**src/aei_pkg.sv**
```systemverilog
`default_nettype none

package aei_pkg;

  // Parser phase held by the front end.
  typedef enum logic [1:0] {
    PH_IDLE,
    PH_ESC,
    PH_CSI
  } phase_t;

  // Action codes presented on the result channel.
  typedef enum logic [2:0] {
    ACT_CONSUMED = 3'd0,
    ACT_PASS     = 3'd1,
    ACT_CLS      = 3'd2,
    ACT_EOL      = 3'd3,
    ACT_MOVE     = 3'd4,
    ACT_ATTR     = 3'd5,
    ACT_BAD      = 3'd6
  } action_t;

  // Classification of a byte made by the front end.
  typedef enum logic [1:0] {
    KIND_OPEN,
    KIND_PASS,
    KIND_FINAL
  } kind_t;

  // Back end sequencer states.
  typedef enum logic {
    BK_IDLE,
    BK_ATTR
  } back_state_t;

  // Character codes.
  localparam logic [7:0] CH_ESC      = 8'h1B;
  localparam logic [7:0] CH_LBRACKET = 8'h5B;
  localparam logic [7:0] CH_SEMI     = 8'h3B;
  localparam logic [7:0] CH_ZERO     = 8'h30;
  localparam logic [7:0] CH_NINE     = 8'h39;
  localparam logic [7:0] CH_UPPER_A  = 8'h41;
  localparam logic [7:0] CH_UPPER_Z  = 8'h5A;
  localparam logic [7:0] CH_LOWER_A  = 8'h61;
  localparam logic [7:0] CH_LOWER_Z  = 8'h7A;
  localparam logic [7:0] CH_UP       = 8'h41;
  localparam logic [7:0] CH_DOWN     = 8'h42;
  localparam logic [7:0] CH_RIGHT    = 8'h43;
  localparam logic [7:0] CH_LEFT     = 8'h44;
  localparam logic [7:0] CH_POS_H    = 8'h48;
  localparam logic [7:0] CH_CLS      = 8'h4A;
  localparam logic [7:0] CH_EOL      = 8'h4B;
  localparam logic [7:0] CH_POS_F    = 8'h66;
  localparam logic [7:0] CH_SGR      = 8'h6D;
  localparam logic [7:0] CH_SAVE     = 8'h73;
  localparam logic [7:0] CH_RESTORE  = 8'h75;

  // Attribute codes of the 'm' final.
  localparam logic [7:0] SGR_NORMAL    = 8'd0;
  localparam logic [7:0] SGR_BOLD      = 8'd1;
  localparam logic [7:0] SGR_UNDERLINE = 8'd4;
  localparam logic [7:0] SGR_BLINK     = 8'd5;
  localparam logic [7:0] SGR_REVERSE   = 8'd7;
  localparam logic [7:0] UNDERLINE_BIT = 8'h01;
  localparam logic [7:0] BLINK_BIT     = 8'h80;

  // Configuration register indexes.
  localparam logic [2:0] REG_NORMAL_ATTR   = 3'd0;
  localparam logic [2:0] REG_REVERSE_ATTR  = 3'd1;
  localparam logic [2:0] REG_BOLD_ATTR     = 3'd2;
  localparam logic [2:0] REG_LAST_ROW      = 3'd3;
  localparam logic [2:0] REG_COLUMN_COUNT  = 3'd4;
  localparam logic [2:0] REG_SCROLL_BOTTOM = 3'd5;

  // Configuration reset values.
  localparam logic [7:0] NORMAL_ATTR_RST   = 8'd7;
  localparam logic [7:0] REVERSE_ATTR_RST  = 8'd112;
  localparam logic [7:0] BOLD_ATTR_RST     = 8'd15;
  localparam logic [7:0] LAST_ROW_RST      = 8'd24;
  localparam logic [7:0] COLUMN_COUNT_RST  = 8'd80;
  localparam logic [7:0] SCROLL_BOTTOM_RST = 8'd23;

  typedef struct packed {
    logic [7:0] normal_attr;
    logic [7:0] reverse_attr;
    logic [7:0] bold_attr;
    logic [7:0] last_row;
    logic [7:0] column_count;
    logic [7:0] scroll_bottom;
  } cfg_t;

  // Command passed from the front end to the back end.
  typedef struct packed {
    kind_t      kind;
    logic [7:0] ch;
    logic [7:0] row;
    logic [7:0] col;
    logic       lead_semi;
  } cmd_t;

endpackage

`default_nettype wire

```
**src/aei_in_if.sv**
```systemverilog
`default_nettype none

interface aei_in_if;
  logic       valid;
  logic       ready;
  logic [7:0] in_byte;
  logic [7:0] cursor_row;
  logic [7:0] cursor_col;

  modport source (output valid, output in_byte, output cursor_row, output cursor_col,
                  input ready);
  modport sink (input valid, input in_byte, input cursor_row, input cursor_col,
                output ready);
endinterface

`default_nettype wire

```
**src/aei_out_if.sv**
```systemverilog
`default_nettype none

interface aei_out_if;
  logic       valid;
  logic       ready;
  logic [2:0] action;
  logic [7:0] target_row;
  logic [7:0] target_col;
  logic [7:0] text_attr;
  logic [7:0] out_byte;
  logic       sequence_open;

  modport source (output valid, output action, output target_row, output target_col,
                  output text_attr, output out_byte, output sequence_open,
                  input ready);
  modport sink (input valid, input action, input target_row, input target_col,
                input text_attr, input out_byte, input sequence_open,
                output ready);
endinterface

`default_nettype wire

```
**src/aei_front.sv**
```systemverilog
`default_nettype none

module aei_front #(
  parameter int MAX_PARAMS = 5,
  localparam int CNT_W = $clog2(MAX_PARAMS + 1)
) (
  input  wire logic                          clk,
  input  wire logic                          rst,
  aei_in_if.sink                             in_ch,
  input  wire logic                          q_ready,
  output logic                               push,
  output aei_pkg::cmd_t                      cmd,
  output logic [MAX_PARAMS-1:0][7:0]         params,
  output logic [CNT_W-1:0]                   param_count
);

  aei_pkg::phase_t                  phase, phase_next;
  logic [MAX_PARAMS-1:0][7:0]       pv, pv_next;
  logic [CNT_W-1:0]                 cnt, cnt_next;
  logic                             in_digits, in_digits_next;
  logic                             lead_semi, lead_semi_next;
  logic                             any_char, any_char_next;
  aei_pkg::kind_t                   kind;
  logic                             accept;
  logic                             is_digit;
  logic                             is_letter;
  logic [7:0]                       b;
  logic [3:0]                       digit;

  assign b         = in_ch.in_byte;
  assign accept    = in_ch.valid && q_ready;
  assign is_digit  = (b >= aei_pkg::CH_ZERO) && (b <= aei_pkg::CH_NINE);
  assign is_letter = ((b >= aei_pkg::CH_UPPER_A) && (b <= aei_pkg::CH_UPPER_Z)) ||
                     ((b >= aei_pkg::CH_LOWER_A) && (b <= aei_pkg::CH_LOWER_Z));
  assign digit     = 4'(b - aei_pkg::CH_ZERO);

  // Phase tracking and parameter accumulation.
  always_comb begin
    phase_next     = phase;
    pv_next        = pv;
    cnt_next       = cnt;
    in_digits_next = in_digits;
    lead_semi_next = lead_semi;
    any_char_next  = any_char;
    kind           = aei_pkg::KIND_OPEN;
    if (accept) begin
      if (b == aei_pkg::CH_ESC) begin
        pv_next        = '0;
        cnt_next       = '0;
        in_digits_next = 1'b0;
        lead_semi_next = 1'b0;
        any_char_next  = 1'b0;
        phase_next     = aei_pkg::PH_ESC;
      end else begin
        unique case (phase)
          aei_pkg::PH_ESC: begin
            if (b == aei_pkg::CH_LBRACKET) begin
              phase_next = aei_pkg::PH_CSI;
            end else begin
              phase_next = aei_pkg::PH_IDLE;
              kind       = aei_pkg::KIND_PASS;
            end
          end
          aei_pkg::PH_CSI: begin
            if (is_letter) begin
              kind           = aei_pkg::KIND_FINAL;
              pv_next        = '0;
              cnt_next       = '0;
              in_digits_next = 1'b0;
              lead_semi_next = 1'b0;
              any_char_next  = 1'b0;
              phase_next     = aei_pkg::PH_IDLE;
            end else begin
              if (!any_char && (b == aei_pkg::CH_SEMI)) begin
                lead_semi_next = 1'b1;
              end
              any_char_next = 1'b1;
              if (is_digit) begin
                if (in_digits && (cnt != '0)) begin
                  // Extend the open parameter: value times ten plus digit.
                  for (int i = 0; i < MAX_PARAMS; i++) begin
                    if (CNT_W'(i + 1) == cnt) begin
                      pv_next[i] = 8'({pv[i], 3'b000} + {pv[i], 1'b0} + {4'b0000, digit});
                    end
                  end
                end else if (cnt < CNT_W'(MAX_PARAMS)) begin
                  for (int i = 0; i < MAX_PARAMS; i++) begin
                    if (CNT_W'(i) == cnt) begin
                      pv_next[i] = {4'b0000, digit};
                    end
                  end
                  cnt_next       = cnt + CNT_W'(1);
                  in_digits_next = 1'b1;
                end
              end else begin
                in_digits_next = 1'b0;
              end
            end
          end
          default: begin
            phase_next = aei_pkg::PH_IDLE;
            kind       = aei_pkg::KIND_PASS;
          end
        endcase
      end
    end
  end

  // Parser state registers.
  always_ff @(posedge clk) begin
    if (rst) begin
      phase     <= aei_pkg::PH_IDLE;
      pv        <= '0;
      cnt       <= '0;
      in_digits <= 1'b0;
      lead_semi <= 1'b0;
      any_char  <= 1'b0;
    end else begin
      phase     <= phase_next;
      pv        <= pv_next;
      cnt       <= cnt_next;
      in_digits <= in_digits_next;
      lead_semi <= lead_semi_next;
      any_char  <= any_char_next;
    end
  end

  // Every accepted byte becomes one command; a final carries the parameters seen so far.
  assign in_ch.ready   = q_ready;
  assign push          = accept;
  assign cmd.kind      = kind;
  assign cmd.ch        = b;
  assign cmd.row       = in_ch.cursor_row;
  assign cmd.col       = in_ch.cursor_col;
  assign cmd.lead_semi = lead_semi;
  assign params        = pv;
  assign param_count   = cnt;

  a_esc_restarts: assert property (@(posedge clk) disable iff (rst)
    (accept && (b == aei_pkg::CH_ESC)) |=> (phase == aei_pkg::PH_ESC) && (cnt == '0))
    else $error("ESC did not restart the sequence");

endmodule

`default_nettype wire

```
**src/aei_queue.sv**
```systemverilog
`default_nettype none

module aei_queue #(
  parameter int WIDTH = 8
) (
  input  wire logic             clk,
  input  wire logic             rst,
  input  wire logic             push,
  input  wire logic [WIDTH-1:0] wdata,
  output logic                  full,
  output logic                  valid,
  input  wire logic             pop,
  output logic [WIDTH-1:0]      rdata
);

  localparam int DEPTH = 2;

  logic [DEPTH-1:0][WIDTH-1:0] entry;
  logic                        wr_ptr;
  logic                        rd_ptr;
  logic [1:0]                  count;

  assign full  = (count == 2'(DEPTH));
  assign valid = (count != 2'd0);
  assign rdata = entry[rd_ptr];

  // Entry storage.
  always_ff @(posedge clk) begin
    if (push) begin
      entry[wr_ptr] <= wdata;
    end
  end

  // Pointers and fill level.
  always_ff @(posedge clk) begin
    if (rst) begin
      wr_ptr <= 1'b0;
      rd_ptr <= 1'b0;
      count  <= 2'd0;
    end else begin
      if (push) begin
        wr_ptr <= ~wr_ptr;
      end
      if (pop) begin
        rd_ptr <= ~rd_ptr;
      end
      count <= 2'(count + {1'b0, push} - {1'b0, pop});
    end
  end

  a_no_underflow: assert property (@(posedge clk) disable iff (rst) pop |-> valid)
    else $error("Queue popped while empty");
  a_no_overflow: assert property (@(posedge clk) disable iff (rst) push |-> !full)
    else $error("Queue pushed while full");

endmodule

`default_nettype wire

```
**src/aei_back.sv**
```systemverilog
`default_nettype none

module aei_back #(
  parameter int MAX_PARAMS = 5,
  localparam int CNT_W = $clog2(MAX_PARAMS + 1),
  localparam int IDX_W = $clog2(MAX_PARAMS)
) (
  input  wire logic                          clk,
  input  wire logic                          rst,
  input  wire aei_pkg::cfg_t                 cfg,
  input  wire logic                          q_valid,
  input  wire aei_pkg::cmd_t                 cmd,
  input  wire logic [MAX_PARAMS-1:0][7:0]    params,
  input  wire logic [CNT_W-1:0]              param_count,
  output logic                               pop,
  aei_out_if.source                          out_ch
);

  aei_pkg::back_state_t       state, state_next;
  logic [7:0]                 cur_attr;
  logic [7:0]                 saved_row;
  logic [7:0]                 saved_col;
  logic [MAX_PARAMS-1:0][7:0] hp;
  logic [CNT_W-1:0]           hc;
  logic [IDX_W-1:0]           idx;
  logic                       idx_last;
  logic [7:0]                 attr_stepped;
  logic                       can_load;
  logic                       load;
  logic                       start;
  logic                       step;
  logic                       is_attr_multi;

  logic                       out_valid;
  aei_pkg::action_t           out_action;
  logic [7:0]                 out_row;
  logic [7:0]                 out_col;
  logic [7:0]                 out_attr;
  logic [7:0]                 out_ch_byte;
  logic                       out_open;

  aei_pkg::action_t           d_act;
  logic [7:0]                 d_row;
  logic [7:0]                 d_col;
  logic [7:0]                 d_byte;
  logic                       d_open;
  logic                       save_en;

  logic [7:0]                 n;
  logic [8:0]                 row_sum;
  logic [8:0]                 col_sum;
  logic [7:0]                 p0;
  logic [7:0]                 p1;
  logic                       pos_ok;

  // One attribute code applied to the running attribute.
  function automatic logic [7:0] attr_step(input logic [7:0] code, input logic [7:0] cur,
                                           input aei_pkg::cfg_t c);
    logic [7:0] r;
    r = cur;
    unique case (code)
      aei_pkg::SGR_NORMAL:    r = c.normal_attr;
      aei_pkg::SGR_BOLD:      r = c.bold_attr;
      aei_pkg::SGR_UNDERLINE: r = cur | aei_pkg::UNDERLINE_BIT;
      aei_pkg::SGR_BLINK:     r = cur | aei_pkg::BLINK_BIT;
      aei_pkg::SGR_REVERSE:   r = c.reverse_attr;
      default:                r = cur;
    endcase
    return r;
  endfunction

  // Operands of the relative moves; n is shared by all four.
  assign n       = (param_count != '0) ? params[0] : 8'd1;
  assign row_sum = {1'b0, cmd.row} + {1'b0, n};
  assign col_sum = {1'b0, cmd.col} + {1'b0, n};

  // Absolute position: a lone parameter after a leading ';' is the column.
  always_comb begin
    if (param_count == CNT_W'(1)) begin
      p0 = cmd.lead_semi ? 8'd1 : params[0];
      p1 = cmd.lead_semi ? params[0] : 8'd1;
    end else begin
      p0 = params[0];
      p1 = params[1];
    end
    if (p0 == 8'd0) begin
      p0 = 8'd1;
    end
    if (p1 == 8'd0) begin
      p1 = 8'd1;
    end
  end
  assign pos_ok = (p0 <= cfg.last_row) && (p1 < cfg.column_count);

  // Decode of a command into its result.
  always_comb begin
    d_act   = aei_pkg::ACT_CONSUMED;
    d_row   = 8'd0;
    d_col   = 8'd0;
    d_byte  = 8'd0;
    d_open  = 1'b0;
    save_en = 1'b0;
    unique case (cmd.kind)
      aei_pkg::KIND_OPEN: begin
        d_open = 1'b1;
      end
      aei_pkg::KIND_PASS: begin
        d_act  = aei_pkg::ACT_PASS;
        d_byte = cmd.ch;
      end
      aei_pkg::KIND_FINAL: begin
        unique case (cmd.ch)
          aei_pkg::CH_CLS: d_act = aei_pkg::ACT_CLS;
          aei_pkg::CH_EOL: begin
            d_act = aei_pkg::ACT_EOL;
            d_row = cmd.row;
            d_col = cmd.col;
          end
          aei_pkg::CH_SGR:  d_act = aei_pkg::ACT_ATTR;
          aei_pkg::CH_SAVE: save_en = 1'b1;
          aei_pkg::CH_RESTORE: begin
            d_act = aei_pkg::ACT_MOVE;
            d_row = saved_row;
            d_col = saved_col;
          end
          aei_pkg::CH_UP: begin
            d_act = aei_pkg::ACT_MOVE;
            d_row = (cmd.row >= n) ? cmd.row - n : cmd.row;
            d_col = cmd.col;
          end
          aei_pkg::CH_DOWN: begin
            d_act = aei_pkg::ACT_MOVE;
            d_row = (row_sum < {1'b0, cfg.scroll_bottom}) ? row_sum[7:0] : cmd.row;
            d_col = cmd.col;
          end
          aei_pkg::CH_LEFT: begin
            d_act = aei_pkg::ACT_MOVE;
            d_row = cmd.row;
            d_col = (cmd.col >= n) ? cmd.col - n : cmd.col;
          end
          aei_pkg::CH_RIGHT: begin
            d_act = aei_pkg::ACT_MOVE;
            d_row = cmd.row;
            d_col = (col_sum < {1'b0, cfg.column_count}) ? col_sum[7:0] : cmd.col;
          end
          aei_pkg::CH_POS_H, aei_pkg::CH_POS_F: begin
            if (param_count == '0) begin
              d_act = aei_pkg::ACT_MOVE;
            end else if (param_count > CNT_W'(2)) begin
              d_act = aei_pkg::ACT_BAD;
            end else if (pos_ok) begin
              d_act = aei_pkg::ACT_MOVE;
              d_row = p0 - 8'd1;
              d_col = p1 - 8'd1;
            end else begin
              d_act = aei_pkg::ACT_BAD;
            end
          end
          default: d_act = aei_pkg::ACT_BAD;
        endcase
      end
      default: begin
        d_act = aei_pkg::ACT_BAD;
      end
    endcase
  end

  assign is_attr_multi = (cmd.kind == aei_pkg::KIND_FINAL) && (cmd.ch == aei_pkg::CH_SGR) &&
                         (param_count != '0);
  assign can_load      = !out_valid || out_ch.ready;
  assign idx_last      = ((CNT_W'(idx) + CNT_W'(1)) == hc);
  assign attr_stepped  = attr_step(hp[idx], cur_attr, cfg);

  // Sequencer: loads, or one attribute code per cycle; the last can stall.
  always_comb begin
    state_next = state;
    pop        = 1'b0;
    load       = 1'b0;
    start      = 1'b0;
    step       = 1'b0;
    unique case (state)
      aei_pkg::BK_IDLE: begin
        if (q_valid && can_load) begin
          pop = 1'b1;
          if (is_attr_multi) begin
            start      = 1'b1;
            state_next = aei_pkg::BK_ATTR;
          end else begin
            load = 1'b1;
          end
        end
      end
      aei_pkg::BK_ATTR: begin
        if (!idx_last) begin
          step = 1'b1;
        end else if (can_load) begin
          step       = 1'b1;
          load       = 1'b1;
          state_next = aei_pkg::BK_IDLE;
        end
      end
      default: begin
        state_next = aei_pkg::BK_IDLE;
      end
    endcase
  end

  // Control and kept state.
  always_ff @(posedge clk) begin
    if (rst) begin
      state     <= aei_pkg::BK_IDLE;
      out_valid <= 1'b0;
      cur_attr  <= aei_pkg::NORMAL_ATTR_RST;
      saved_row <= 8'd0;
      saved_col <= 8'd0;
      idx       <= '0;
      hc        <= '0;
    end else begin
      state <= state_next;
      if (load) begin
        out_valid <= 1'b1;
      end else if (out_ch.ready) begin
        out_valid <= 1'b0;
      end
      if (start) begin
        hc  <= param_count;
        idx <= '0;
      end
      if (step) begin
        cur_attr <= attr_stepped;
        idx      <= idx + IDX_W'(1);
      end
      if (pop && save_en) begin
        saved_row <= cmd.row;
        saved_col <= cmd.col;
      end
    end
  end

  // Held parameters and result register.
  always_ff @(posedge clk) begin
    if (start) begin
      hp <= params;
    end
    if (load) begin
      if (state == aei_pkg::BK_ATTR) begin
        out_action  <= aei_pkg::ACT_ATTR;
        out_row     <= 8'd0;
        out_col     <= 8'd0;
        out_attr    <= attr_stepped;
        out_ch_byte <= 8'd0;
        out_open    <= 1'b0;
      end else begin
        out_action  <= d_act;
        out_row     <= d_row;
        out_col     <= d_col;
        out_attr    <= cur_attr;
        out_ch_byte <= d_byte;
        out_open    <= d_open;
      end
    end
  end

  assign out_ch.valid         = out_valid;
  assign out_ch.action        = out_action;
  assign out_ch.target_row    = out_row;
  assign out_ch.target_col    = out_col;
  assign out_ch.text_attr     = out_attr;
  assign out_ch.out_byte      = out_ch_byte;
  assign out_ch.sequence_open = out_open;

  a_idx_in_range: assert property (@(posedge clk) disable iff (rst)
    (state == aei_pkg::BK_ATTR) |-> (CNT_W'(idx) < hc))
    else $error("Attribute index ran past the parameter count");

endmodule

`default_nettype wire

```
**src/ansi_escape_interpreter_top.sv**
```systemverilog
`default_nettype none

// A byte's result is registered in the command queue, then in the result register, before
// its transaction; an 'm' final with parameters also steps through the attribute sequencer.
// Throughput: one byte per cycle; such an 'm' holds the back end while it applies its
// attribute codes in turn, and the parser stalls once the two-entry command queue is full.
// Reset (synchronous, rst high) restores the register defaults, idle phase, cleared
// parameters and saved cursor, and the normal attribute; no clearing pass.
module ansi_escape_interpreter_top #(
  parameter int MAX_PARAMS = 5
) (
  input  wire logic       clk,
  input  wire logic       rst,
  aei_in_if.sink          in_ch,
  aei_out_if.source       out_ch,
  input  wire logic       cfg_we,
  input  wire logic [2:0] cfg_index,
  input  wire logic [7:0] cfg_data
);

  localparam int CNT_W = $clog2(MAX_PARAMS + 1);
  localparam int QW    = $bits(aei_pkg::cmd_t) + MAX_PARAMS * 8 + CNT_W;

  aei_pkg::cfg_t              cfg;
  aei_pkg::cmd_t              f_cmd;
  aei_pkg::cmd_t              b_cmd;
  logic [MAX_PARAMS-1:0][7:0] f_params;
  logic [MAX_PARAMS-1:0][7:0] b_params;
  logic [CNT_W-1:0]           f_count;
  logic [CNT_W-1:0]           b_count;
  logic                       push;
  logic                       pop;
  logic                       q_full;
  logic                       q_valid;
  logic [QW-1:0]              q_rdata;

  // Configuration registers.
  always_ff @(posedge clk) begin
    if (rst) begin
      cfg.normal_attr   <= aei_pkg::NORMAL_ATTR_RST;
      cfg.reverse_attr  <= aei_pkg::REVERSE_ATTR_RST;
      cfg.bold_attr     <= aei_pkg::BOLD_ATTR_RST;
      cfg.last_row      <= aei_pkg::LAST_ROW_RST;
      cfg.column_count  <= aei_pkg::COLUMN_COUNT_RST;
      cfg.scroll_bottom <= aei_pkg::SCROLL_BOTTOM_RST;
    end else if (cfg_we) begin
      unique case (cfg_index)
        aei_pkg::REG_NORMAL_ATTR:   cfg.normal_attr   <= cfg_data;
        aei_pkg::REG_REVERSE_ATTR:  cfg.reverse_attr  <= cfg_data;
        aei_pkg::REG_BOLD_ATTR:     cfg.bold_attr     <= cfg_data;
        aei_pkg::REG_LAST_ROW:      cfg.last_row      <= cfg_data;
        aei_pkg::REG_COLUMN_COUNT:  cfg.column_count  <= cfg_data;
        aei_pkg::REG_SCROLL_BOTTOM: cfg.scroll_bottom <= cfg_data;
        default: ;
      endcase
    end
  end

  // Byte parser.
  aei_front #(.MAX_PARAMS(MAX_PARAMS)) u_front (
    .clk         (clk),
    .rst         (rst),
    .in_ch       (in_ch),
    .q_ready     (!q_full),
    .push        (push),
    .cmd         (f_cmd),
    .params      (f_params),
    .param_count (f_count)
  );

  // Command queue.
  aei_queue #(.WIDTH(QW)) u_queue (
    .clk   (clk),
    .rst   (rst),
    .push  (push),
    .wdata ({f_cmd, f_params, f_count}),
    .full  (q_full),
    .valid (q_valid),
    .pop   (pop),
    .rdata (q_rdata)
  );

  assign {b_cmd, b_params, b_count} = q_rdata;

  // Command execution and result register.
  aei_back #(.MAX_PARAMS(MAX_PARAMS)) u_back (
    .clk         (clk),
    .rst         (rst),
    .cfg         (cfg),
    .q_valid     (q_valid),
    .cmd         (b_cmd),
    .params      (b_params),
    .param_count (b_count),
    .pop         (pop),
    .out_ch      (out_ch)
  );

endmodule

`default_nettype wire

```
**src/flat_wrapper.sv**
```systemverilog
// flat-port wrapper written by rule: the top's interface ports become plain ports
module ansi_escape_interpreter_top_flat 
#(
  parameter int MAX_PARAMS = 5
)
  (clk, rst, cfg_we, cfg_index, cfg_data, in_ch_valid, in_ch_in_byte, in_ch_cursor_row, in_ch_cursor_col, in_ch_ready, out_ch_valid, out_ch_action, out_ch_target_row, out_ch_target_col, out_ch_text_attr, out_ch_out_byte, out_ch_sequence_open, out_ch_ready);
  aei_in_if in_ch_i ();
  aei_out_if out_ch_i ();
  input  wire logic clk;
  input  wire logic rst;
  input  wire logic cfg_we;
  input  wire logic [2:0] cfg_index;
  input  wire logic [7:0] cfg_data;
  input wire logic [$bits(in_ch_i.valid)-1:0] in_ch_valid;
  input wire logic [$bits(in_ch_i.in_byte)-1:0] in_ch_in_byte;
  input wire logic [$bits(in_ch_i.cursor_row)-1:0] in_ch_cursor_row;
  input wire logic [$bits(in_ch_i.cursor_col)-1:0] in_ch_cursor_col;
  output wire logic [$bits(in_ch_i.ready)-1:0] in_ch_ready;
  output wire logic [$bits(out_ch_i.valid)-1:0] out_ch_valid;
  output wire logic [$bits(out_ch_i.action)-1:0] out_ch_action;
  output wire logic [$bits(out_ch_i.target_row)-1:0] out_ch_target_row;
  output wire logic [$bits(out_ch_i.target_col)-1:0] out_ch_target_col;
  output wire logic [$bits(out_ch_i.text_attr)-1:0] out_ch_text_attr;
  output wire logic [$bits(out_ch_i.out_byte)-1:0] out_ch_out_byte;
  output wire logic [$bits(out_ch_i.sequence_open)-1:0] out_ch_sequence_open;
  input wire logic [$bits(out_ch_i.ready)-1:0] out_ch_ready;
  assign in_ch_i.valid = in_ch_valid;
  assign in_ch_i.in_byte = in_ch_in_byte;
  assign in_ch_i.cursor_row = in_ch_cursor_row;
  assign in_ch_i.cursor_col = in_ch_cursor_col;
  assign in_ch_ready = in_ch_i.ready;
  assign out_ch_valid = out_ch_i.valid;
  assign out_ch_action = out_ch_i.action;
  assign out_ch_target_row = out_ch_i.target_row;
  assign out_ch_target_col = out_ch_i.target_col;
  assign out_ch_text_attr = out_ch_i.text_attr;
  assign out_ch_out_byte = out_ch_i.out_byte;
  assign out_ch_sequence_open = out_ch_i.sequence_open;
  assign out_ch_i.ready = out_ch_ready;
  ansi_escape_interpreter_top #(.MAX_PARAMS(MAX_PARAMS)) u_core (.clk(clk), .rst(rst), .in_ch(in_ch_i), .out_ch(out_ch_i), .cfg_we(cfg_we), .cfg_index(cfg_index), .cfg_data(cfg_data));
endmodule
```
**config.mk**
```make
export PLATFORM = sky130hd
export DESIGN_NAME = ansi_escape_interpreter_top_flat
export DESIGN_NICKNAME = d
export VERILOG_FILES = /design/src/aei_pkg.sv /design/src/aei_in_if.sv /design/src/aei_out_if.sv /design/src/aei_front.sv /design/src/aei_queue.sv /design/src/aei_back.sv /design/src/ansi_escape_interpreter_top.sv /design/src/flat_wrapper.sv
export SDC_FILE = /design/constraint.sdc
export NUM_CORES = 1
export LEC_CHECK = 0
export ABC_AREA = 1
export BUFFER_PORTS_ARGS = -buffer_cell sky130_fd_sc_hd__buf_4
export CORE_MARGIN = 5
export CORE_UTILIZATION = 46
export CTS_CLUSTER_DIAMETER = 150
export CTS_CLUSTER_SIZE = 40
export DETAILED_ROUTE_END_ITERATION = 10
export SLEW_MARGIN = 20
export SYNTH_ARGS = -nofsm -noshare
export SYNTH_HDL_FRONTEND = slang
export SYNTH_SLANG_ARGS = --single-unit
```
**constraint.sdc**
```tcl
create_clock -name clk -period 5.95 [get_ports clk]
set_clock_uncertainty 0.1 [all_clocks]
set_input_delay 1.19 -clock clk [delete_from_list [all_inputs] [get_ports clk]]
set_output_delay 1.19 -clock clk [all_outputs]
set_load 0.01 [all_outputs]
```
=== After elaboration in Yosys (flattened, before gate mapping) ===
Index checks and enable logic that the tools add are counted.
Widths: inputs -> output; s select.

* Bits in writable memories: 0
* Register bits: 348
* Memories: 0
* Bits in latches: 0
* Memory bits (read-only): 0
* Output and inout bits: 38
* Logic and storage cells: 287

* Add/sub/neg operators: 21
* Eq/ne operators: 44
* Div/mod/pow operators: 0
* Shift operators: 0
* Multipliers: 0
* Reduce and logical (&&, ||, !) cells: 61
* Muxes and demuxes: 99
* Bitwise logic cells: 5
* Order comparisons: 18

{| class="wikitable"
|+ Operators with widths
! operator !! number
|-
| $mux 40 || 6
|-
| $mux 8 || 29
|-
| $mux 70 || 3
|-
| $bwmux 140 || 1
|-
| $pmux 8 s5 || 3
|-
| $eq 8x7->1 const B || 12
|-
| $demux 70 s1 || 1
|-
| $add 8x4->8 || 5
|-
| $add 8x8->8 || 5
|-
| $mux 1 || 32
|-
| $reduce_and 6->1 || 5
|-
| $bmux 8 s3 || 1
|-
| $eq 8x3->1 const B || 3
|-
| $logic_not 8->1 || 3
|-
| $mux 3 || 8
|-
| $reduce_bool 4->1 || 6
|-
| $ne 4x3->1 const B || 5
|-
| $add 8x8->9 || 2
|-
| $lt 9x8->1 || 2
|-
| $mux 2 || 9
|-
| $pmux 3 s6 || 1
|-
| $ge 8x7->1 const B || 2
|-
| $ge 8x8->1 || 2
|-
| $le 8x7->1 const B || 2
|-
| 48 further kinds || 100
|}

=== Depth between registers and ports, before layout ===
Gate-level depths: netlist (run 1).

* Depth after elaboration: 13
* Depth in mapped cells: 33
* Depth with buffers taken out: 30

=== Cells and area by module ===
From an unflattened synthesis (run 1), not the netlist that was laid out.

* Cell total of the unflattened synthesis: 2,327
* Area, all modules: 20,308.2 um^2

{| class="wikitable"
|+ By module, submodules not included
! module !! sequential area each (um^2) !! cells an instance !! area each (um^2) !! times used
|-
| aei_back || 2,922.8 || 1,148 || 8,257.9 || 1
|-
| aei_queue || 4,284.1 || 247 || 5,602.9 || 1
|-
| aei_front || 960.9 || 662 || 4,499.3 || 1
|-
| ansi_escape_interpreter_top || 960.9 || 270 || 1,948.1 || 1
|}

=== Worst setup path after synthesis (run 1) ===
OpenSTA, ideal clock, no wires.

* Kind: input -> register
* Start point: input port in_ch_valid
* End point: register u_core.u_queue.entry[100] (netlist bit) (enable)
* Setup time: 0.500 ns
* Data required time: 5.350 ns
* Buffers on the path: 0
* Slack: 1.074 ns
* Cell stages on the path: 2
* Arrival time: 4.276 ns
* Cell sequence: nand2_1 > nor2_1

* Word-level cells in the longest chain between the ends: 1

{| class="wikitable"
|+ Ends and longest elaborated chain
! element !! RTL line !! RTL
|-
| from (decl) || flat_wrapper.sv:14 || <nowiki>input wire logic [$bits(in_ch_i.valid)-1:0] in_ch_valid;</nowiki>
|-
| $logic_and 1x1->1 || aei_front.sv:31 || <nowiki>assign accept = in_ch.valid && q_ready;</nowiki>
|-
| to (signal, indexed assignment) || aei_queue.sv:30 || <nowiki>entry[wr_ptr] <= wdata;</nowiki>
|-
| to (decl) || aei_queue.sv:18 || <nowiki>logic [DEPTH-1:0][WIDTH-1:0] entry;</nowiki>
|}

No other way between the ends.
A chain may end at the register's enable or synchronous reset.

=== Final worst setup path (run 1) ===
* Start point: register u_core.u_queue.rd_ptr
* End point: register u_core.u_back.out_row[6] (netlist: u_core.u_back.out_ch.target_row[6]), data pin

* Word-level cells in the longest chain between the ends: 12
* Elaborated cells between the ends (all ways): 42
* Classes of those cells: add/sub (3); order compare (5); eq/ne (10); mux (15); bitwise (1); reduce/logical (8)

{| class="wikitable"
|+ Ends and longest elaborated chain
! element !! RTL line !! RTL
|-
| from (decl) || aei_queue.sv:20 || <nowiki>logic rd_ptr;</nowiki>
|-
| from (signal assigned) || aei_queue.sv:45 || <nowiki>rd_ptr <= ~rd_ptr;</nowiki>
|-
| $mux 70 (implied by the code) * (2 in a row) || aei_queue.sv:25 || <nowiki>assign rdata = entry[rd_ptr];</nowiki>
|-
| $eq 3x1->1 (tied with other cells) || aei_back.sv:79 || <nowiki>if (param_count == CNT_W'(1)) begin</nowiki>
|-
| $mux 8 || aei_back.sv:79 ||
|-
| $logic_not 8->1 (on tied branches) || aei_back.sv:86, aei_back.sv:89 ||
|-
| $mux 8 (on tied branches) || aei_back.sv:86, aei_back.sv:89 ||
|-
| $le 8x8->1 or $lt 8x8->1 (tied branches) || aei_back.sv:93 || <nowiki>assign pos_ok = (p0 <= cfg.last_row) && (p1 < cfg.column_count);</nowiki>
|-
| $logic_and 1x1->1 || aei_back.sv:93 ||
|-
| $mux 8 || aei_back.sv:151 || <nowiki>end else if (pos_ok) begin</nowiki>
|-
| $mux 8 || aei_back.sv:149 || <nowiki>end else if (param_count > CNT_W'(2)) begin</nowiki>
|-
| $mux 8 || aei_back.sv:147 || <nowiki>if (param_count == '0) begin</nowiki>
|-
| $pmux 8 s5 || aei_back.sv:112 || <nowiki>unique case (cmd.ch)</nowiki>
|-
| to (signal assigned) || aei_back.sv:255 || <nowiki>out_row <= d_row;</nowiki>
|-
| to (decl) || aei_back.sv:36 || <nowiki>logic [7:0] out_row;</nowiki>
|}

Every way passes the cells marked *; elsewhere a longest branch is shown, timed or not. The select of a mux whose other input is x is not followed.

==> impl_summary.log, run 1 <==
INFO  metric fp.dieArea = 0.0450 sq mm
INFO  metric cts_resized = 0
INFO  metric first_iter_violations = 961
INFO  metric route.final.wire_length = 46300 microns
INFO  metric synth_top_family_by_area = simple AND/OR/NAND/NOR gates
INFO  metric cp_data_required_time = 6.12 ns
INFO  metric final_util = 0.497
INFO  metric cts.clk_slew.worst_paths = 0.15 ns
INFO  metric syn-instance-count = 2139
INFO  metric synth.top_cells.by_area = sky130_fd_sc_hd__edfxtp_1, sky130_fd_sc_hd__dfxtp_1, sky130_fd_sc_hd__nand2_1
INFO  metric yosys_warnings = 0
INFO  metric route.antenna.remaining_nets = 0
INFO  metric first_pass_grt_wire_length = 74000 microns
INFO  metric design_power_total = 8.00 mW
INFO  metric grt_max_degree = 71
INFO  metric cts_tree = done
INFO  metric worstSetupPathType = flop to flop
INFO  metric yosys_most_used_dff = sky130_fd_sc_hd__edfxtp_1
INFO  metric initial_utilization = 0.463
INFO  metric num-fill-cells = 3852
INFO  metric post_detailed_route_wirelength_per_cell = 17.1 microns
INFO  metric cts_inserted_buffers = 12
INFO  metric setup.worst_path.start = u_core.u_queue.rd_ptr
INFO  metric yosys.area_share.xor_xnor = 0.0279
INFO  metric layout.cells.non_filler = 2715
INFO  metric outcome = finished, final reports clean
INFO  metric async_flop_share = 0
INFO  metric drt_first_pass_iters = 6
INFO  metric netlist.top_cell.by_area = sky130_fd_sc_hd__edfxtp_1
INFO  metric io_buffer_count = 77
INFO  metric timing.fmax = 194 MHz
INFO  metric io_pins = 78
INFO  metric seq_area = 0.00913 sq mm
INFO  metric synth_simple_gate_area_share = 0.192
INFO  metric synth_area = 0.0188 sq mm
INFO  metric via_count_of_the_routed_design = 14400
INFO  metric maxCapViolations = 0
INFO  metric fin_tns_setup = 0 ns
INFO  metric cts.htree.levels = 1
INFO  metric cts.root.buffer_cell = sky130_fd_sc_hd__clkbuf_16
INFO  metric final_instance_area = 0.0202 sq mm
INFO  metric power.static_leakage = 8.64 nW
INFO  metric hold_start = u_core.u_front.any_char
INFO  metric ys_ff_latch = 348
INFO  metric post-place-ws = 0.773 ns
INFO  metric fin_ws = 0.795 ns
INFO  metric fin_crit = 5.16 ns
INFO  metric core_region_area = 0.0406 sq mm
INFO  metric mappedNetlistNets = 2316
INFO  metric cts_buffer_depth = 3
INFO  metric vdd.ir_drop.worst = 197 uV
INFO  metric most-common-layout-cells = sky130_fd_sc_hd__nand2_1, sky130_fd_sc_hd__inv_1, sky130_fd_sc_hd__edfxtp_1
INFO  metric pwr_density_cell = 396 mW/mm^2
INFO  metric post-synth-top-area-fraction = 0.345
INFO  metric remaining_drc_errors = 0
INFO  metric initial_antenna_violation_count = 0
INFO  metric synth_adder_area_share = 0.0967
INFO  metric finalSetupViolCount = 0
INFO  metric crit_arrival = 5.33 ns
INFO  metric timing.critical_path.from_type = flop
INFO  metric diodes = 0
INFO  metric multi_input_area = 0.00831 sq mm
INFO  metric dp_hpwl = 35200 microns
INFO  metric max-slew-margin-rel = 0.339
INFO  metric syn-mean-instance-area = 8.79 sq um
INFO  metric synth.mux.area_fraction = 0.00193
INFO  metric grt_setup_unrepaired = no
INFO  metric buffers_inserted_during_post_cts_setup_optimization = 0
INFO  metric regToRegStartpoint = u_core.u_queue.rd_ptr
INFO  metric cts_num_sinks = 348
INFO  metric finalWeightedCongestion = 0.977
INFO  metric cp_max_fo = 31
INFO  metric number_of_flops_mapped_to_enable_cells_by_yosys = 216
INFO  metric worst_skew_pair.late_latency = 0.53 ns
INFO  metric die_width = 212 microns
INFO  metric place_area = 0.0198 sq mm
INFO  metric final_layout_size_suffix_gt1_frac = 0.0852
INFO  metric cts.hold.buffers_added = 0
INFO  metric slew_at_the_pin_with_the_worst_max_slew_slack = 0.991 ns
INFO  metric rows = 74
INFO  metric drt-vias-per-instance = 5.30
INFO  metric floorplan.die.height = 212 microns
INFO  metric cp-end-kind = flop
INFO  metric final_min_period_over_clock_period = 0.866
INFO  metric most_common_cell_after_layout_fill_and_taps_aside = sky130_fd_sc_hd__nand2_1
INFO  metric layout.nets = 2354
INFO  metric slew_viol_final = 0
INFO  metric grt_overflow_total = 0
INFO  metric synthDistinctLibCells = 61
INFO  metric seq_area_frac_synth = 0.485
INFO  metric dp_cells = 2695
INFO  metric worstHoldPathType = flop to flop
INFO  metric timing.final.hold_violations = 0
INFO  metric synth_compound_gate_area_share = 0.121
INFO  metric grt_usage = 0.204
INFO  metric finalHoldWorstSlack = 0.366 ns
INFO  metric grt_pass1_vias = 13700
INFO  metric area_growth = 7.41%
[where the power goes]
part	leakage, nW	switching (mW)	internal [mW]
sequential	3.11	0.128	2.93
combinational	5.35	2.60	1.22
clock	0.175	0.711	0.417
[layout make-up]
| cell class | instances | share of cell area |
|---|---|---|
| Inverter | 288 | 0.0540 |
| Clock buffer | 18 | 0.0170 |
| Tap cell | 532 | 0.0330 |
| Sequential cell | 348 | 0.452 |
| Clock inverter | 2 | 0.000743 |
| Timing Repair Buffer | 86 | 0.0320 |
| Multi-Input combinational cell | 1441 | 0.411 |
[registers in the layout (all words and copies together), names as in the netlist, 2 cells and up]
| signal | count |
|---|---|
| u_core.u_front.param_count | 3 |
| u_core.u_queue.count | 2 |
| u_core.u_back.out_ch.target_row | 8 |
| u_core.u_back.out_ch.out_byte | 8 |
| u_core.u_back.out_ch.target_col | 8 |
| u_core.u_back.hp | 40 |
| u_core.cfg | 48 |
| u_core.u_queue.entry | 140 |
| u_core.u_front.phase | 2 |
| u_core.u_back.idx | 3 |
| u_core.u_back.saved_col | 8 |
| u_core.u_front.params | 40 |
| u_core.u_back.out_ch.action | 3 |
| u_core.u_back.saved_row | 8 |
| u_core.u_back.out_ch.text_attr | 8 |
| u_core.u_back.hc | 3 |
| u_core.u_back.cur_attr | 8 |
[worst max-delay path: stages (launching register included)]
cell and delay, ns:
sky130_fd_sc_hd__dfxtp_2 0.71, sky130_fd_sc_hd__inv_8 0.18, sky130_fd_sc_hd__nand2_1 0.10, sky130_fd_sc_hd__nand2_1 0.11
sky130_fd_sc_hd__nor2_4 0.18, sky130_fd_sc_hd__inv_1 0.05, sky130_fd_sc_hd__nor2_1 0.17, sky130_fd_sc_hd__inv_2 0.14
sky130_fd_sc_hd__nand2_1 0.23, sky130_fd_sc_hd__inv_1 0.18, sky130_fd_sc_hd__fa_1 0.46, sky130_fd_sc_hd__nand3_1 0.10
sky130_fd_sc_hd__nand2_1 0.10, sky130_fd_sc_hd__xor2_1 0.18, sky130_fd_sc_hd__inv_1 0.08, sky130_fd_sc_hd__ha_1 0.31
sky130_fd_sc_hd__nand2_1 0.07, sky130_fd_sc_hd__inv_1 0.04, sky130_fd_sc_hd__o21ai_0 0.07, sky130_fd_sc_hd__nand4_1 0.13
sky130_fd_sc_hd__nand3_1 0.08, sky130_fd_sc_hd__nand2_1 0.04, sky130_fd_sc_hd__o21ai_0 0.19, sky130_fd_sc_hd__nand2_1 0.34
sky130_fd_sc_hd__o21ai_0 0.26, sky130_fd_sc_hd__a21oi_1 0.06, sky130_fd_sc_hd__nor2_1 0.12, sky130_fd_sc_hd__a21oi_1 0.07
[metal layers]
layer / GRT usage / share of wire / vias to the layer above
met1: 0.286 / 0.46 / 6791
met3: 0.0162 / 0.042 / 51
met2: 0.350 / 0.48 / 337
met5: 0 / 0 / -
met4: 0.0424 / 0.018 / 0
li1: - / - / 7202
[final timing paths]
path | to | slack [ns] | cells past startpoint
setup / recovery | u_core.u_back.out_ch.target_row[6] | 0.79 | 27
hold / removal | u_core.u_front.any_char | 0.37 | 2
setup reg to reg | u_core.u_back.out_ch.target_row[6] | 0.79 | 27
hold reg to reg | u_core.u_front.any_char | 0.37 | 2
[kinds of logic (layout without fill, tap and decap cells)]
| kind of cell | after synthesis | in the layout |
|---|---|---|
| buffers and inverters | 350 | 394 |
| adders and majority gates | 137 | 137 |
| DFF | 348 | 348 |
| xor gates and xnor gates | 60 | 60 |
| and+or+nand+nor | 832 | 832 |
| AOI/OAI and AO/OA | 410 | 410 |
| muxes | 2 | 2 |
[synth_stat cells (all sizes together), types with 2 or more instances]
library cell  number
o22ai              4
nand3             79
a31oi              8
mux2i              2
ha               123
clkbuf            36
nor4               6
or2               24
xnor2             19
inv              285
nor3              14
a211oi             4
o21bai             7
o211ai            19
nand2            464
dfxtp            132
clkinv             3
nand3b             4
o21a               4
fa                14
o221ai             4
a221oi             5
a21oi            177
buf               26
nor2             200
nand4             37
xor2              41
o211a              3
o31ai              6
edfxtp           216
o21ai            164
Note: power is estimated with default switching activity, not from simulation.
==> inputs of run 2 (changes only) <==
--- a/config.mk
+++ b/config.mk
@@ -8,7 +8,8 @@
 export ABC_AREA = 1
 export BUFFER_PORTS_ARGS = -buffer_cell sky130_fd_sc_hd__buf_4
 export CORE_MARGIN = 5
-export CORE_UTILIZATION = 46
+export CORE_UTILIZATION = 48
+export CTS_BUF_LIST = sky130_fd_sc_hd__clkbuf_8 sky130_fd_sc_hd__clkbuf_16
 export CTS_CLUSTER_DIAMETER = 150
 export CTS_CLUSTER_SIZE = 40
 export DETAILED_ROUTE_END_ITERATION = 10
==> impl_summary.log, run 2 (synthesized netlist as in run 1, its figures left out) <==
INFO  metric max-slew-margin-rel = 0.367
INFO  metric cp_max_fo = 43
INFO  metric top_register = u_core.u_queue.entry
INFO  metric worstSetupPathType = flop to flop
INFO  metric finalWeightedCongestion = 0.931
INFO  metric rows = 72
INFO  metric dp_hpwl = 34900 microns
INFO  metric remaining_drc_errors = 0
INFO  metric finalSetupViolCount = 0
INFO  metric worstHoldPathCells = 2
INFO  metric dp_cells = 2685
INFO  metric regToRegEndpoint = u_core.u_back.out_ch.target_row[2]
INFO  metric grt_max_degree = 67
INFO  metric core_region_area = 0.0387 sq mm
INFO  metric crit_arrival = 5.19 ns
INFO  metric final_layout_size_suffix_gt1_frac = 0.0864
INFO  metric critPathTopFamily = simple AND/OR/NAND/NOR gates
INFO  metric area_growth = 7.51%
INFO  metric diodes = 0
INFO  metric cp.depth = 27
INFO  metric slew_viol_final = 0
INFO  metric layout.cells.non_filler = 2705
INFO  metric timing.fmax = 199 MHz
INFO  metric cts_inserted_buffers = 12
INFO  metric final_min_period_over_clock_period = 0.845
INFO  metric outcome = finished, final reports clean
INFO  metric share_clk_of_total_power = 0.141
INFO  metric initial_utilization = 0.485
INFO  metric flip_flop_count_of_the_largest_register_after_layout = 140
INFO  metric worstHoldPathType = flop to flop
INFO  metric drt-vias-per-instance = 5.30
INFO  metric maxCapViolations = 0
INFO  metric cp_data_required_time = 6.12 ns
INFO  metric slew_at_the_pin_with_the_worst_max_slew_slack = 0.940 ns
INFO  metric vdd.ir_drop.worst = 193 uV
INFO  metric via_count_of_the_routed_design = 14300
INFO  metric grt_usage = 0.210
INFO  metric comb_power_share = 0.479
INFO  metric switching_share = 0.429
INFO  metric worst_setup_path_endpoint = u_core.u_back.out_ch.target_row[2]
INFO  metric fin_tns_setup = 0 ns
INFO  metric grt_overflow_total = 0
INFO  metric buffers_inserted_during_post_cts_setup_optimization = 0
INFO  metric first_pass_grt_wire_length = 74600 microns
INFO  metric cts_num_sinks = 348
INFO  metric fin_crit = 5.03 ns
INFO  metric layout.nets = 2358
INFO  metric p_int = 4.56 mW
INFO  metric cts_buffer_depth = 3
INFO  metric initial_antenna_violation_count = 0
INFO  metric reg2reg_depth = 27
INFO  metric ff2ff_setup_slack = 0.92 ns
INFO  metric io_pins = 78
INFO  metric cp-end-kind = flop
INFO  metric grt_setup_unrepaired = no
INFO  metric setup.worst_path.start = u_core.u_queue.rd_ptr
INFO  metric first_iter_violations = 1056
INFO  metric regToRegStartpoint = u_core.u_queue.rd_ptr
INFO  metric final_instance_area = 0.0202 sq mm
INFO  metric most_common_cell_after_layout_fill_and_taps_aside = sky130_fd_sc_hd__nand2_1
INFO  metric route.antenna.remaining_nets = 0
INFO  metric floorplan.die.height = 208 microns
INFO  metric num-fill-cells = 3697
INFO  metric cts.clk_slew.worst_paths = 0.16 ns
INFO  metric worst_skew_pair.late_latency = 0.53 ns
INFO  metric largestRegisters = u_core.u_queue.entry x140, u_core.cfg x48
INFO  metric cts.hold.buffers_added = 0
INFO  metric cts_tree = done
INFO  metric power.static_leakage = 8.69 nW
INFO  metric fp.dieArea = 0.0432 sq mm
INFO  metric timing.critical_path.from_type = flop
INFO  metric route.final.wire_length = 46200 microns
INFO  metric grt_pass1_vias = 13900
INFO  metric final_util = 0.522
INFO  metric switching_power = 3.42 mW
INFO  metric pwr_density_cell = 395 mW/mm^2
INFO  metric cts.htree.levels = 1
INFO  metric drt_first_pass_iters = 6
INFO  metric timing.critical_path.buf_inv = 5
INFO  metric timing.final.hold_violations = 0
INFO  metric critPathSlowestCell = sky130_fd_sc_hd__buf_4
INFO  metric worst_path_most_repeated_cell = sky130_fd_sc_hd__nand2_1
INFO  metric cts.root.buffer_cell = sky130_fd_sc_hd__clkbuf_16
INFO  metric post_detailed_route_wirelength_per_cell = 17.1 microns
INFO  metric most-common-layout-cells = sky130_fd_sc_hd__nand2_1, sky130_fd_sc_hd__inv_1, sky130_fd_sc_hd__edfxtp_1
INFO  metric finalHoldWorstSlack = 0.367 ns
INFO  metric cts_resized = 0
INFO  metric slowest_delay = 0.45 ns
INFO  metric place_area = 0.0199 sq mm
INFO  metric die_width = 208 microns
INFO  metric share_seq_of_total_power = 0.379
INFO  metric io_buffer_count = 77
[run 2: cell count changes in the layout (fill, tap and decap cells not counted), sizes merged]
cell,before,now
clkinv,4,5
inv,286,290
buf,86,90
clkbuf,18,13
[run 2: routing by layer]
metal  wire length, microns  share of wire  vias up  GRT usage
met1                  21700           0.47     6779      0.290
met4                   1070          0.023        0     0.0455
met5                      0              0        -          0
li1                       -              -     7198          -
met2                  21900           0.47      292      0.364
met3                   1560          0.034       61     0.0161
[run 2: worst min-delay path by stage]
stage	slack [ns]	end	start
after floorplan	0.32	u_core.u_queue.entry[104]	u_core.u_front.params[31]
after global placement	0.33	u_core.u_queue.entry[18]	u_core.u_front.params[15]
after detailed placement	0.34	u_core.u_queue.entry[18]	u_core.u_front.params[15]
after CTS	0.37	u_core.u_front.any_char	u_core.u_front.any_char
after global routing	0.39	u_core.u_queue.entry[18]	u_core.u_front.params[15]
final	0.37	u_core.cfg[45]	u_core.cfg[45]
[run 2: worst reg2reg max path, stage by stage (launching register included)]
cell                      delay (ns)
sky130_fd_sc_hd__dfxtp_2        0.41
sky130_fd_sc_hd__buf_4          0.45
sky130_fd_sc_hd__nand2_1        0.10
sky130_fd_sc_hd__nand2_1        0.19
sky130_fd_sc_hd__nor2_4         0.08
sky130_fd_sc_hd__inv_1          0.05
sky130_fd_sc_hd__nor2_1         0.05
sky130_fd_sc_hd__inv_2          0.17
sky130_fd_sc_hd__nand3_1        0.21
sky130_fd_sc_hd__ha_1           0.29
sky130_fd_sc_hd__fa_1           0.40
sky130_fd_sc_hd__nand3_1        0.10
sky130_fd_sc_hd__nand2_1        0.11
sky130_fd_sc_hd__xor2_1         0.17
sky130_fd_sc_hd__inv_1          0.08
sky130_fd_sc_hd__ha_1           0.30
sky130_fd_sc_hd__nand2_1        0.07
sky130_fd_sc_hd__inv_1          0.05
sky130_fd_sc_hd__o21ai_0        0.08
sky130_fd_sc_hd__nand4_1        0.10
sky130_fd_sc_hd__nand3_1        0.07
sky130_fd_sc_hd__nand2_1        0.05
sky130_fd_sc_hd__o21ai_0        0.20
sky130_fd_sc_hd__nand2_1        0.34
sky130_fd_sc_hd__o21ai_0        0.28
sky130_fd_sc_hd__a21oi_1        0.06
sky130_fd_sc_hd__nor2_1         0.12
sky130_fd_sc_hd__a21oi_1        0.08
[run 2: power groups by stage]
stage,sequential (mW),combinational [mW],clock [mW]
floorplan,3.12,2.70,0
global placement,3.08,3.78,0
detailed placement,3.08,3.80,0
CTS,3.03,3.82,1.17
global route,3.05,4.32,1.25
finish,3.03,3.83,1.13
[run 2: layout make-up]
type | instances | area, sq um | area share
clock buffers | 13 | 325 | 0.0161
flip-flops and latches | 348 | 9130 | 0.452
well taps | 518 | 648 | 0.0321
multi-input cells | 1441 | 8310 | 0.411
inverters | 288 | 1090 | 0.0539
clock inverters | 7 | 38.8 | 0.00192
repair buffers | 90 | 676 | 0.0334
[run 2: metrics by stage]
| stage | setup WS, ns | power (mW) |
|---|---|---|
| 5_1_grt | 0.322 | 8.62 |
| 3_3_place_gp | 1.12 | 6.86 |
| 4_1_cts | 0.957 | 8.02 |
| 2_1_floorplan | 1.07 | 5.83 |
| 3_5_place_dp | 0.981 | 6.89 |
| 6_report | 0.923 | 7.98 |
==> inputs of run 3 (changes only) <==
--- a/config.mk
+++ b/config.mk
@@ -5,7 +5,7 @@
 export SDC_FILE = /design/constraint.sdc
 export NUM_CORES = 1
 export LEC_CHECK = 0
-export ABC_AREA = 1
+export ABC_AREA = 0
 export BUFFER_PORTS_ARGS = -buffer_cell sky130_fd_sc_hd__buf_4
 export CORE_MARGIN = 5
 export CORE_UTILIZATION = 48
@@ -13,6 +13,7 @@
 export CTS_CLUSTER_DIAMETER = 150
 export CTS_CLUSTER_SIZE = 40
 export DETAILED_ROUTE_END_ITERATION = 10
+export PLACE_DENSITY = 0.67
 export SLEW_MARGIN = 20
 export SYNTH_ARGS = -nofsm -noshare
 export SYNTH_HDL_FRONTEND = slang
==> constraint.sdc (replaced) <==
create_clock -name clk -period 4.3 [get_ports clk]
set_clock_uncertainty 0.1 [all_clocks]
set_input_delay 0.86 -clock clk [delete_from_list [all_inputs] [get_ports clk]]
set_output_delay 0.86 -clock clk [all_outputs]
set_load 0.01 [all_outputs]
==> impl_summary.log, run 3 <==
INFO  metric outcome = complete, but fails checks
INFO  metric violations = setup timing
INFO  metric die_width = 206 microns
INFO  metric finalWeightedCongestion = 0.927
INFO  metric grt_setup_unrepaired = yes
INFO  metric top_register = u_core.u_queue.entry
INFO  metric drt-vias-per-instance = 5.57
INFO  metric cts_tree = done
INFO  metric maxCapViolations = 0
INFO  metric timing.critical_path.from_type = flop
INFO  metric timing.fmax = 223 MHz
INFO  metric slew_viol_final = 0
INFO  metric slew_at_the_pin_with_the_worst_max_slew_slack = 0.952 ns
INFO  metric ys_ff_latch = 348
INFO  metric seq_area_frac_synth = 0.493
INFO  metric netlist.top_cell.by_area = sky130_fd_sc_hd__edfxtp_1
INFO  metric synthDistinctLibCells = 99
INFO  metric cts.htree.levels = 1
INFO  metric most-common-layout-cells = sky130_fd_sc_hd__buf_4, sky130_fd_sc_hd__edfxtp_1, sky130_fd_sc_hd__nand2_1
INFO  metric timing.critical_path.buf_inv = 0
INFO  metric post-place-ws = -0.372 ns
INFO  metric synth_most_common_cell = sky130_fd_sc_hd__edfxtp_1
INFO  metric slowest_delay = 0.43 ns
INFO  metric final_min_period_over_clock_period = 1.04
INFO  metric fin_crit = 4.48 ns
INFO  metric via_count_of_the_routed_design = 13500
INFO  metric critPathSlowestCell = sky130_fd_sc_hd__edfxtp_1
INFO  metric final_util = 0.562
INFO  metric place_area = 0.0206 sq mm
INFO  metric dp_hpwl = 35100 microns
INFO  metric cp-end-kind = flop
INFO  metric route.final.wire_length = 46300 microns
INFO  metric cts_buffer_depth = 3
INFO  metric flip_flop_count_of_the_largest_register_after_layout = 140
INFO  metric rows = 72
INFO  metric final_layout_size_suffix_gt1_frac = 0.216
INFO  metric finalHoldWorstSlack = 0.367 ns
INFO  metric grt_pass1_vias = 13300
INFO  metric finalSetupViolCount = 8
INFO  metric initial_antenna_violation_count = 0
INFO  metric worstHoldPathType = flop to flop
INFO  metric route.antenna.remaining_nets = 0
INFO  metric syn-mean-instance-area = 10.8 sq um
INFO  metric number_of_flops_mapped_to_enable_cells_by_yosys = 216
INFO  metric reg2reg_depth = 19
INFO  metric cp_max_fo = 5
INFO  metric area_growth = 16.7%
INFO  metric design_power_total = 11.9 mW
INFO  metric worstHoldPathCells = 2
INFO  metric io_pins = 78
INFO  metric cp_data_required_time = 4.50 ns
INFO  metric synth.top_cells.by_area = sky130_fd_sc_hd__edfxtp_1, sky130_fd_sc_hd__dfxtp_1, sky130_fd_sc_hd__ha_1
INFO  metric initial_utilization = 0.482
INFO  metric cell_by_cell_trace_of_the_critical_path = nand2b_4, or2_4, o22a_4, nand2_8, ha_4, o21bai_4, a21oi_2, o31a_1, o311ai_4, xnor2_2, ha_2, or4_4, a21oi_2, o21ai_2, a32oi_4, o2111a_1, or3_4, nor2b_1, a311o_1
INFO  metric worst_skew_pair.late_latency = 0.53 ns
INFO  metric yosys_most_used_dff = sky130_fd_sc_hd__edfxtp_1
INFO  metric first_pass_grt_wire_length = 72200 microns
INFO  metric max-slew-margin-rel = 0.349
INFO  metric grt_overflow_total = 0
INFO  metric power.static_leakage = 8.43 nW
INFO  metric fin_ws = -0.184 ns
INFO  metric yosys_warnings = 0
INFO  metric grt_max_degree = 75
INFO  metric remaining_drc_errors = 0
INFO  metric worstSetupPathType = flop to flop
INFO  metric fp.dieArea = 0.0426 sq mm
INFO  metric largestRegisters = u_core.u_queue.entry x140, u_core.cfg x48
INFO  metric commonest_cells_in_the_netlist = sky130_fd_sc_hd__edfxtp_1, sky130_fd_sc_hd__nand2_1, sky130_fd_sc_hd__dfxtp_1, sky130_fd_sc_hd__ha_1, sky130_fd_sc_hd__nor2_1
INFO  metric mappedNetlistNets = 1895
INFO  metric async_flop_share = 0
INFO  metric cts_num_sinks = 348
INFO  metric timing.final.hold_violations = 0
INFO  metric cp.depth = 19
INFO  metric synth_area = 0.0185 sq mm
INFO  metric syn-instance-count = 1718
INFO  metric floorplan.die.height = 206 microns
INFO  metric worst_path_most_repeated_cell = sky130_fd_sc_hd__a21oi_2
INFO  metric cts.root.buffer_cell = sky130_fd_sc_hd__clkbuf_16
INFO  metric drt_first_pass_iters = 8
INFO  metric vdd.ir_drop.worst = 333 uV
INFO  metric cts_inserted_buffers = 12
INFO  metric critPathTopFamily = compound AO/OA/AOI/OAI gates
INFO  metric layout.nets = 2078
INFO  metric diodes = 0
INFO  metric crit_arrival = 4.68 ns
INFO  metric io_buffer_count = 77
INFO  metric post_detailed_route_wirelength_per_cell = 19.1 microns
INFO  metric cts.clk_slew.worst_paths = 0.15 ns
INFO  metric grt_usage = 0.212
INFO  metric pwr_density_cell = 551 mW/mm^2
INFO  metric cts.hold.buffers_added = 0
INFO  metric core_region_area = 0.0385 sq mm
INFO  metric first_iter_violations = 957
INFO  metric final_instance_area = 0.0216 sq mm
INFO  metric post-synth-top-area-fraction = 0.350
run 3: changes by cell type after synthesis, moves of 39 or more:
cell | previous run | this run
sky130_fd_sc_hd__mux2i_1 | 0 | 61
sky130_fd_sc_hd__o21ai_0 | 147 | 59
sky130_fd_sc_hd__a21oi_1 | 175 | 94
sky130_fd_sc_hd__nor2_1 | 188 | 116
sky130_fd_sc_hd__nand3_1 | 76 | 23
sky130_fd_sc_hd__nand2_1 | 440 | 166
sky130_fd_sc_hd__nand3b_1 | 4 | 60
sky130_fd_sc_hd__inv_1 | 273 | 106
sky130_fd_sc_hd__mux2_2 | 0 | 39
run 3: area by class of cell:
cell class,instances,area (sq um)
fill,3262,16800
multi-input combinational,1197,9220
sequential,348,9130
timing repair buffer,234,1860
tap,518,648
inverter,108,408
clock buffer,13,325
clock inverter,7,38.8
run 3: logic make-up after synthesis:
kind of cell               after synthesis  share of synthesized area
and+or+nand+nor                        508                      0.141
AOI/OAI and AO/OA                      377                      0.137
DFF                                    348                      0.493
buffers and inverters                  173                     0.0385
adders and majority gates              137                     0.0982
muxes                                  103                     0.0589
xor gates and xnor gates                72                     0.0340
run 3: path summary, 6_finish.rpt:
| check | slack, ns | start | end |
|---|---|---|---|
| max reg2reg | -0.18 | u_core.u_queue.entry[72] | u_core.u_back.out_ch.target_col[6] |
| min | 0.37 | u_core.cfg[44] | u_core.cfg[44] |
| min reg2reg | 0.37 | u_core.cfg[44] | u_core.cfg[44] |
| max | -0.18 | u_core.u_queue.entry[72] | u_core.u_back.out_ch.target_col[6] |
run 3: worst reg2reg max path, delay by kind of cell, from the launching register on:
family                   cells  cell delay, ns
AO/OA/AOI/OAI               10            2.08
XOR/XNOR                     1            0.12
adder cells (fa/ha/maj)      2            0.42
flip-flops                   1            0.43
AND/OR/NAND/NOR              6            1.10
run 3: metrics by stage:
| stage | instances | TNS, ns |
|---|---|---|
| finish | 2425 | -0.938 |
| global route | 2425 | -2.53 |
| CTS | 2420 | -0.109 |
| detailed placement | 2390 | -4.06 |
| global placement | 2390 | -1.77 |
| floorplan | 1718 | -3.68 |
run 3: power breakdown:
part	switching (mW)	leakage, nW	internal, mW
Clock	0.981	0.199	0.565
Combinational	3.31	5.12	2.94
Sequential	0.137	3.11	3.99
Total	4.43	8.43	7.49
run 3: what timing repair did:
item,CTS,global route
buffers inserted,10,5
endpoints found under the hold margin,0,0
setup endpoints to repair,17,17
pin swaps,40,28
gates resized for setup,48,64
run 3: per-layer routing:
metal  track usage  routed length (microns)
met1         0.295                    21000
met2         0.355                    22100
met3        0.0317                     2400
met4        0.0459                      805
met5             0                        0
